### src/hdl/swvr_pkg.sv
// Shared constants, types and codes for the stack with value removal.
`timescale 1ns / 1ps
package swvr_pkg;

    localparam int DEPTH   = 16;
    localparam int ADDR_W  = (DEPTH > 1) ? $clog2(DEPTH) : 1;
    localparam int CNT_W   = $clog2(DEPTH + 1);
    localparam int VALUE_W = 32;
    localparam int CMD_W   = 2;
    localparam int STAT_W  = 2;
    localparam int COUNT_W = 5;

    typedef logic [ADDR_W-1:0]  t_addr;
    typedef logic [CNT_W-1:0]   t_cnt;
    typedef logic [VALUE_W-1:0] t_value;
    typedef logic [CMD_W-1:0]   t_cmd;
    typedef logic [STAT_W-1:0]  t_status;
    typedef logic [COUNT_W-1:0] t_count;

    // command codes
    localparam t_cmd CMD_PUSH   = 2'd0;
    localparam t_cmd CMD_POP    = 2'd1;
    localparam t_cmd CMD_REMOVE = 2'd2;

    // status codes
    localparam t_status ST_DONE     = 2'd0;
    localparam t_status ST_EMPTY    = 2'd1;
    localparam t_status ST_NOTFOUND = 2'd2;
    localparam t_status ST_FULL     = 2'd3;

endpackage

### src/hdl/swvr_ram.sv
// Generic single-port-write, single-port-read RAM with registered read data.
`timescale 1ns / 1ps
module swvr_ram #(
    parameter int WIDTH = 32,
    parameter int DEPTH = 16
) (
    input  logic                                   i_clk,
    input  logic                                   i_wr_en,
    input  logic [((DEPTH > 1) ? $clog2(DEPTH) : 1)-1:0] i_wr_addr,
    input  logic [WIDTH-1:0]                       i_wr_data,
    input  logic [((DEPTH > 1) ? $clog2(DEPTH) : 1)-1:0] i_rd_addr,
    output logic [WIDTH-1:0]                       o_rd_data
);

    logic [WIDTH-1:0] r_mem [DEPTH];
    logic [WIDTH-1:0] r_rd_data;

    always_ff @(posedge i_clk) begin
        if (i_wr_en) begin
            r_mem[i_wr_addr] <= i_wr_data;
        end
        r_rd_data <= r_mem[i_rd_addr];
    end

    assign o_rd_data = r_rd_data;

endmodule

### src/hdl/stack_with_value_removal.sv
// Top level: bounded LIFO stack with push, pop and remove-first-match-from-top.
// Push, pop, unused codes and a remove on an empty stack are answered in idle.
// Remove: entries are read and compared from the top downward; after a match
//   each entry above it is read and then written one slot down to close the
//   gap, a split set by the single read port of the entry RAM.
// One request at a time; the next is taken in idle with a free result slot.
// Reset (synchronous, active low) empties the stack and the result register;
//   the entry RAM is not cleared, only entries below the fill count are read.
`timescale 1ns / 1ps
module stack_with_value_removal (
    input  logic                      i_clk,
    input  logic                      i_rst_n,
    // request channel
    input  logic                      i_in_valid,
    output logic                      o_in_stall,
    input  logic [1:0]                i_cmd,
    input  logic signed [31:0]        i_value,
    // result channel
    output logic                      o_out_valid,
    input  logic                      i_out_stall,
    output logic [1:0]                o_status,
    output logic [4:0]                o_count
);

    // sequencer states
    localparam logic [2:0] S_IDLE     = 3'd0;
    localparam logic [2:0] S_SCAN_RD  = 3'd1;  // issue read of candidate entry
    localparam logic [2:0] S_SCAN_CMP = 3'd2;  // compare read data to key
    localparam logic [2:0] S_SHIFT_RD = 3'd3;  // read entry above the hole
    localparam logic [2:0] S_SHIFT_WR = 3'd4;  // write it one slot down

    logic [2:0]              r_state, n_state;
    swvr_pkg::t_cnt          r_fill, n_fill;
    swvr_pkg::t_addr         r_ptr, n_ptr;
    swvr_pkg::t_value        r_value, n_value;

    logic                    r_out_valid, n_out_valid;
    swvr_pkg::t_status       r_status, n_status;
    swvr_pkg::t_count        r_count, n_count;

    // RAM port signals
    logic                    wr_en;
    swvr_pkg::t_addr         wr_addr;
    swvr_pkg::t_value        wr_data;
    swvr_pkg::t_addr         rd_addr;
    swvr_pkg::t_value        rd_data;

    logic                    slot_free;
    logic                    in_accept;
    logic                    ld;
    swvr_pkg::t_status       ld_status;
    logic                    is_full;
    logic                    is_empty;

    swvr_ram #(
        .WIDTH (swvr_pkg::VALUE_W),
        .DEPTH (swvr_pkg::DEPTH)
    ) u_ram (
        .i_clk     (i_clk),
        .i_wr_en   (wr_en),
        .i_wr_addr (wr_addr),
        .i_wr_data (wr_data),
        .i_rd_addr (rd_addr),
        .o_rd_data (rd_data)
    );

    // The result register is free at this edge if empty or being drained.
    assign slot_free  = !r_out_valid || !i_out_stall;
    assign o_in_stall = !((r_state == S_IDLE) && slot_free);
    assign in_accept  = i_in_valid && !o_in_stall;

    assign is_full  = (r_fill == swvr_pkg::t_cnt'(swvr_pkg::DEPTH));
    assign is_empty = (r_fill == '0);

    always_comb begin
        n_state   = r_state;
        n_fill    = r_fill;
        n_ptr     = r_ptr;
        n_value   = r_value;
        wr_en     = 1'b0;
        wr_addr   = r_ptr;
        wr_data   = rd_data;
        rd_addr   = r_ptr;
        ld        = 1'b0;
        ld_status = swvr_pkg::ST_DONE;

        case (r_state)
            S_IDLE: begin
                if (in_accept) begin
                    case (i_cmd)
                        swvr_pkg::CMD_PUSH: begin
                            ld = 1'b1;
                            if (is_full) begin
                                ld_status = swvr_pkg::ST_FULL;
                            end else begin
                                wr_en   = 1'b1;
                                wr_addr = swvr_pkg::t_addr'(r_fill);
                                wr_data = swvr_pkg::t_value'(i_value);
                                n_fill  = r_fill + 1'b1;
                            end
                        end
                        swvr_pkg::CMD_POP: begin
                            ld = 1'b1;
                            if (is_empty) begin
                                ld_status = swvr_pkg::ST_EMPTY;
                            end else begin
                                n_fill = r_fill - 1'b1;
                            end
                        end
                        swvr_pkg::CMD_REMOVE: begin
                            if (is_empty) begin
                                ld        = 1'b1;
                                ld_status = swvr_pkg::ST_EMPTY;
                            end else begin
                                // search starts at the top entry
                                n_ptr   = swvr_pkg::t_addr'(r_fill - 1'b1);
                                n_value = swvr_pkg::t_value'(i_value);
                                n_state = S_SCAN_RD;
                            end
                        end
                        default: begin
                            // unused code: no change, report current fill
                            ld = 1'b1;
                        end
                    endcase
                end
            end
            S_SCAN_RD: begin
                rd_addr = r_ptr;
                n_state = S_SCAN_CMP;
            end
            S_SCAN_CMP: begin
                if (rd_data == r_value) begin
                    n_state = S_SHIFT_RD;
                end else if (r_ptr == '0) begin
                    // bottom reached without a match
                    ld        = 1'b1;
                    ld_status = swvr_pkg::ST_NOTFOUND;
                    n_state   = S_IDLE;
                end else begin
                    n_ptr   = r_ptr - 1'b1;
                    n_state = S_SCAN_RD;
                end
            end
            S_SHIFT_RD: begin
                if (swvr_pkg::t_cnt'(r_ptr) + 1'b1 >= r_fill) begin
                    // hole is at the top: drop it
                    n_fill  = r_fill - 1'b1;
                    ld      = 1'b1;
                    n_state = S_IDLE;
                end else begin
                    rd_addr = r_ptr + 1'b1;
                    n_state = S_SHIFT_WR;
                end
            end
            S_SHIFT_WR: begin
                wr_en   = 1'b1;
                wr_addr = r_ptr;
                wr_data = rd_data;
                n_ptr   = r_ptr + 1'b1;
                n_state = S_SHIFT_RD;
            end
            default: begin
                n_state = S_IDLE;
            end
        endcase

        // result register
        n_out_valid = r_out_valid && i_out_stall;
        n_status    = r_status;
        n_count     = r_count;
        if (ld) begin
            n_out_valid = 1'b1;
            n_status    = ld_status;
            n_count     = swvr_pkg::t_count'(n_fill);
        end
    end

    always_ff @(posedge i_clk) begin
        if (!i_rst_n) begin
            r_state     <= S_IDLE;
            r_fill      <= '0;
            r_out_valid <= 1'b0;
        end else begin
            r_state     <= n_state;
            r_fill      <= n_fill;
            r_out_valid <= n_out_valid;
        end
    end

    always_ff @(posedge i_clk) begin
        r_ptr    <= n_ptr;
        r_value  <= n_value;
        r_status <= n_status;
        r_count  <= n_count;
    end

    assign o_out_valid = r_out_valid;
    assign o_status    = r_status;
    assign o_count     = r_count;

endmodule

### config.mk
export PLATFORM = sky130hd
export DESIGN_NAME = stack_with_value_removal
export DESIGN_NICKNAME = d
export VERILOG_FILES = /design/src/hdl/swvr_pkg.sv /design/src/hdl/swvr_ram.sv /design/src/hdl/stack_with_value_removal.sv
export SDC_FILE = /design/constraint.sdc
export NUM_CORES = 1
export LEC_CHECK = 0
export BUFFER_PORTS_ARGS = -buffer_cell sky130_fd_sc_hd__buf_2
export CORE_MARGIN = 1.5
export CORE_UTILIZATION = 40
export DETAILED_ROUTE_END_ITERATION = 7
export PLACE_DENSITY = 0.63
export SLEW_MARGIN = 10
export SYNTH_ARGS = -nofsm -noshare
export SYNTH_HDL_FRONTEND = slang
export SYNTH_SLANG_ARGS = --single-unit
### constraint.sdc
create_clock -name i_clk -period 10.6 [get_ports i_clk]
set_clock_uncertainty 0.15 [all_clocks]
set_input_delay 1.59 -clock i_clk [delete_from_list [all_inputs] [get_ports i_clk]]
set_output_delay 1.59 -clock i_clk [all_outputs]
set_load 0.05 [all_outputs]
# Word-level counts from Yosys, hierarchy flattened
# Memory sizes are Yosys's and may differ from the RTL's. A register that Yosys moved wholly into a read port is not among the register bits.
# Index checks and enable logic that the tools add are counted.
[word_totals] reg_bits=52 ram_bits=512 input_bits=38 out_inout_bits=9 wordCells=94 memories=1
[memory_table] memory="u_ram.r_mem" depth=16 width=32 read_ports=1 rd_clocked_by_memory_dff=1 write_ports=1 line_no="swvr_ram.sv:15" text="logic [WIDTH-1:0] r_mem [DEPTH];"
[classes] addsub=5 n_lt_le_gt_ge=1 eq_ne=13 muxes=50 n_bitwise=1 n_reduce_logical=16
[ops] op="$mux W32" count=4
[ops] op="$mux W4" count=11
[ops] op="$eq A32 B32 Y1" count=1
[ops] op="$mux W5" count=4
[ops] op="$pmux W5 S2" count=2
[ops] op="$pmux W3 S5" count=1
[ops] op="$mux W1" count=14
[ops] op="$mux W3" count=4
[ops] op="$pmux W4 S3" count=1
[ops] op="$mux W2" count=5
[ops] op="$ne A2 B2 Y1 const B" count=4
[ops] op="$pmux W2 S2" count=2
[ops] op="$eq A3 B2 Y1 const B" count=2
[ops] op="$reduce_and A6 Y1" count=1
[ops] op="$add A4 B1 Y5 const B" count=1
[ops] op="$add A5 B1 Y5 const B" count=1
[ops] op="$eq A5 B5 Y1 const B" count=1
[ops] op="$ge A5 B5 Y1" count=1
[ops] op="$logic_not A5 Y1" count=1
[ops] op="$sub A5 B1 Y5 const B" count=1
[ops] op="$add A4 B1 Y4 const B" count=1
[ops] op="$logic_not A4 Y1" count=1
[ops] op="$reduce_and A4 Y1" count=1
[ops] op="$sub A4 B1 Y4 const B" count=1
[ops] op="16 further kinds" count=20

# Depth between registers and ports, before layout
[logic_depth] word_depth=8 ltp_mapped=15 mapped_depth_nobuf=11

# Modules after synthesis
# Synthesis repeated with hierarchy kept, for this count alone.
[hier_totals] cells_unflattened=1168 hier_area_um2=23376.2
[by_module_without_submodules] module="swvr_ram" n_inst=1 cells_each=838 area_each_um2=19835.3 seq_area_each_um2=16015.4
[by_module_without_submodules] module="stack_with_value_removal" n_inst=1 cells_each=330 area_each_um2=3540.9 seq_area_each_um2=1471.4

# Worst setup path before layout
# OpenSTA, ideal clock, no wires.
[synth_path] path_type="input port to flip-flop" from="input i_cmd[0]" to="memory u_ram.r_mem[11][0], enable pin" setup_ns=0.421 arrival_ns=4.180 t_required_ns=10.029 path_slack_ns=5.848 path_stages=9 path_buffers=2 path_cell_list="inv_1 > ha_1 > clkbuf_1 > and3_1 > clkbuf_1 > a22oi_1 > nor3_1 > nand2b_1 > nor2_1"
[synth_between] elab_chain_cells=6 word_cells_on_any_way=9 classes_between="mux: 8; reduce/logical: 1"
[synth_rtl] item="from (decl)" line_no="stack_with_value_removal.sv:16" text="input logic [1:0] i_cmd,"
[synth_rtl] item="$logic_not A2 Y1 *" line_no="stack_with_value_removal.sv:90" text="case (i_cmd)"
[synth_rtl] item="$mux W1" line_no="stack_with_value_removal.sv:90"
[synth_rtl] item="$mux W1" line_no="stack_with_value_removal.sv:89" text="if (in_accept) begin"
[synth_rtl] item="$pmux W1 S2" line_no="stack_with_value_removal.sv:87" text="case (r_state)"
[synth_rtl] item="$mux W1" line_no="swvr_ram.sv:19" text="if (i_wr_en) begin"
[synth_rtl] item="$mux W1 (not written as such)" line_no="swvr_ram.sv:20" text="r_mem[i_wr_addr] <= i_wr_data;"
[synth_rtl] item="to (decl)" line_no="swvr_ram.sv:15"
# Every way passes the cells marked *; elsewhere a longest branch is shown, timed or not.

# Worst setup path after layout
[layout_path] from="register r_ptr[1]" to="register u_ram.r_rd_data[2] (netlist: u_ram.o_rd_data[2]), read port of u_ram.r_mem"
[layout_between] elab_chain_cells=4 word_cells_on_any_way=5 classes_between="add/sub: 2; order compare: 1; mux: 2"
[layout_rtl] item="from (decl)" line_no="stack_with_value_removal.sv:34" text="swvr_pkg::t_addr r_ptr, n_ptr;"
[layout_rtl] item="from (signal assigned)" line_no="stack_with_value_removal.sv:192" text="r_ptr <= n_ptr;"
[layout_rtl] item="$add A4 B1 Y5" line_no="stack_with_value_removal.sv:146" text="if (swvr_pkg::t_cnt'(r_ptr) + 1'b1 >= r_fill) begin"
[layout_rtl] item="$ge A5 B5 Y1" line_no="stack_with_value_removal.sv:146"
[layout_rtl] item="$mux W4" line_no="stack_with_value_removal.sv:146"
[layout_rtl] item="$mux W4 *" line_no="stack_with_value_removal.sv:87"
[layout_rtl] item="to (decl)" line_no="swvr_ram.sv:16" text="logic [WIDTH-1:0] r_rd_data;"
# Marks and branches as above.
# A chain may end at the register's enable or synchronous reset.

==> metrics.txt <==
status=finished, violations left; violated checks=DRC; Gate Count Post-Synth=between 1500 and 2000; CP delay by family, top=buffers and inverters; synth top area cells=edfxtp_1 (62%), mux2_2 (5.6%), o22ai_1 (3.5%); filler cell count=~5800; #FFs+latches synth=roughly 600; Die Ht=262 µm; CP Cell Sequence=buf_12, clkinv_1, ha_4, ha_1, nand4_1, o22ai_2, nor2_4, buf_4, a21oi_4, buf_4, o22ai_1, a21oi_1, or4_1; Avg Cell Area, Syn=about 14 µm²; initial antenna violation count=2; final setup vio count=0; worst slew pin tran=between 1 and 1.5 ns; fmax=between 100 and 150 MHz; hpwl dp=approximately 42000 µm; reg2reg setup slack=a little under 4 ns; Final Hold Vio Count=0; met3 Track Usage GR=3.75%; core box area=around 66000 µm²; setup_tns=0 ns; Rel. slew slack=10.1%; startpoint types=flip-flop; Max Root-Sink Buffers=3; EDFF count, synth=555; worst setup path start=r_ptr[1]$_DFFE_PP_; Synth Warn #=0; Main synth FF type=edfxtp_1; # diodes=0; fin nets=slightly above 2000; WP data required=10.97 ns; register area=about 17000 µm²; leading area contributor after synthesis=edfxtp_1; slowest stage delay, CP=between 0.9 and 1 ns; pin count of the biggest net entering global routing=about 150; internal power=3970 µW; gpl congestion=around 0.8; Root Driver=clkbuf_16; Buf/Inv on CP=4; Critical-path top delay cell=clkinv_1; post-layout total power=a little over 5000 µW; Leakage Power=approximately 0.01 µW; ANT nets after route=0; Skew-Pair Late Insertion Delay=0.66 ns; Rows=94; H-tree depth=2; RSZ-0062 raised after global routing=no; Max Cap Violations=0; Vias/cell=approximately 6.2; register area share after synthesis=roughly two thirds; final period utilization=between 60% and 70%; Post-CTS Hold Fix Bufs=0; mux share of post-synthesis cell area=between 10% and 20%; vias in the first global route=17720; global-route wire length before repair=115000 µm; r2r startpoint=r_ptr[1]$_DFFE_PP_; Die X=around 260 µm; CTS Sinks=596; number of post-CTS setup repair buffers=0; post-synth top area share=62.2%; DRT Wirelength=just under 80000 µm; Total GRT Usage=22.8%; post-synthesis xor/xnor area fraction=approximately 1.3%; HP Class=flip-flop to flip-flop; Stages on worst setup path=13; largest family of logic cells by synthesized area=compound AO/OA/AOI/OAI gates; adder-cell share of the synthesized area=less than 1%; crit path kind=flip-flop to flip-flop; detail-routed net length per standard cell=~27 µm; post_cts resized=0; CTS buffer count=slightly above 60; power per cell area=between 150 and 200 nW/µm²; FF-to-FF path depth=13; synthesized-area fraction occupied by ao, oa, aoi and oai cells=a little under an eighth; Critical Path Sink Type=flip-flop; Port Buf Inserts=46; Clock transition at path regs=about 0.06 ns; die area=between 60000 and 70000 µm²; DR pass1 iterations=8; initial DRC count=between 1500 and 2000; CP most frequent cell=buf_4; Unique masters post-synth=66; Final Max Slew Viols=0; met1 usage=roughly a third; DRC errors left=5; Final min period=between 6 and 7 ns; share of total power in combinational logic=about 5.2%; switching pwr=between 1000 and 1500 µW; Worst R2R End=u_ram.o_rd_data[2]$_DFF_P_; Synth-to-Final Area Change=12.0%; CTS tree=yes; Mapped Area=~27000 µm²; simple-gate area share of the yosys netlist=8.00%; crit path to=u_ram.o_rd_data[2]$_DFF_P_; share of post-route cells with drive strength above 1=18.7%; starting density of the core=40.6%; Sw Share=~22%; DR vias=17936; grt peak-use layer=met2; Multi-input gate area=about 9000 µm²; Syn Nets=between 2000 and 2500; Seq pwr share=about half; CP max FO=between 100 and 150; asr flop ratio synth=0%; Max VDD drop=between 100 and 150 µV; Worst EP arrival=7.12 ns; Ports=between 40 and 50; total gr overflow=0; met2 Track Usage GR=about a third; Clock power frac=43.2%
-- layer usage --
metal	part of all wire, %	up-vias
li1	-	7746
met1	42	9084
met2	44	930
met3	9.3	174
met4	3.8	2
met5	0.015	-
-- state kept, by name, summed over array words and instances (netlist names) --
| register | cells |
|---|---|
| o_count | 5 |
| r_state | 3 |
| o_status | 2 |
| u_ram.r_mem | 512 |
| r_value | 32 |
| o_out_valid | 1 |
| r_fill | 5 |
| u_ram.o_rd_data | 32 |
| r_ptr | 4 |
-- cell usage in the layout (no fill, tap or decap), types with 37 or more instances in the layout --
| cell | synthesis | final |
|---|---|---|
| buf_2 | 48 | 46 |
| a21oi_1 | 43 | 42 |
| o21ai_0 | 65 | 64 |
| edfxtp_1 | 555 | 555 |
| mux2_2 | 133 | 133 |
| xnor2_1 | 37 | 37 |
| dfxtp_1 | 41 | 41 |
| mux2i_1 | 82 | 82 |
| nand2_1 | 217 | 215 |
| o22ai_1 | 152 | 152 |
| buf_4 | 13 | 39 |
| nor2_1 | 122 | 106 |
| o221ai_1 | 43 | 43 |
| clkbuf_16 | 0 | 62 |
-- cell type report --
cell class / instances / area share [%]
inverter: 16 / 0.200
clock buffer: 85 / 5.72
clock inverter: 30 / 1.15
tap: 864 / 3.60
timing repair buffer: 87 / 1.88
multi-input combinational: 1214 / 29.2
sequential: 596 / 58.3
-- Yosys cell counts (15+ instances only) --
cell and instances:
dfxtp_1 41, nand4_1 15, and2_1 17, nand3b_1 16, a21oi_1 43, clkbuf_1 65, a2111oi_0 21, mux2_2 133
buf_2 48, or4_1 15, mux2i_1 82, o22ai_1 152, edfxtp_1 555, nor2_1 122, o211ai_1 33, nand2_1 217
o221ai_1 43, mux4_2 22, xnor2_1 37, o21ai_0 65, nor3_1 29, o41ai_1 15
-- per-stage QoR --
step / setup slack, ns / utilization [%] / area [µm²] / cells / hold slack [ns]
finish: 3.85 / 45.5 / 30000 / 2892 / 0.331
global route: 3.52 / 45.5 / 30000 / 2892 / 0.353
CTS: 3.90 / 45.5 / 30000 / 2892 / 0.329
detailed placement: 3.89 / 42.4 / 28000 / 2777 / 0.317
global placement: 4.07 / 42.4 / 28000 / 2777 / 0.306
floorplan: 5.85 / - / 26800 / 1968 / 0.298
-- power groups by stage --
stage | Clock (µW) | Sequential [µW] | Combinational, µW
after floorplan | 0 | 2680 | 158
after global placement | 0 | 2680 | 252
after detailed placement | 0 | 2680 | 260
after CTS | 2220 | 2630 | 260
after global routing | 2310 | 2630 | 283
final | 2200 | 2630 | 264
-- cell families after synthesis --
group	Yosys count
buffers and inverters	158
DFF	596
and+or+nand+nor	476
AOI/OAI and AO/OA	447
adders and majority gates	14
xor gates and xnor gates	39
muxes	238
-- worst min-delay path by stage --
stage                                      start                     endpoint  slack, ns  cells after the start
CTS                 u_ram.r_mem[1][12]$_DFFE_PP_  u_ram.o_rd_data[12]$_DFF_P_       0.33                      1
detailed placement  u_ram.r_mem[1][12]$_DFFE_PP_  u_ram.o_rd_data[12]$_DFF_P_       0.32                      1
finish              u_ram.r_mem[1][12]$_DFFE_PP_  u_ram.o_rd_data[12]$_DFF_P_       0.33                      1
floorplan           u_ram.r_mem[1][12]$_DFFE_PP_  u_ram.o_rd_data[12]$_DFF_P_       0.30                      1
global placement    u_ram.r_mem[1][12]$_DFFE_PP_  u_ram.o_rd_data[12]$_DFF_P_       0.31                      1
global route        u_ram.r_mem[1][12]$_DFFE_PP_  u_ram.o_rd_data[12]$_DFF_P_       0.35                      1
(Power assumes the default switching activity.)
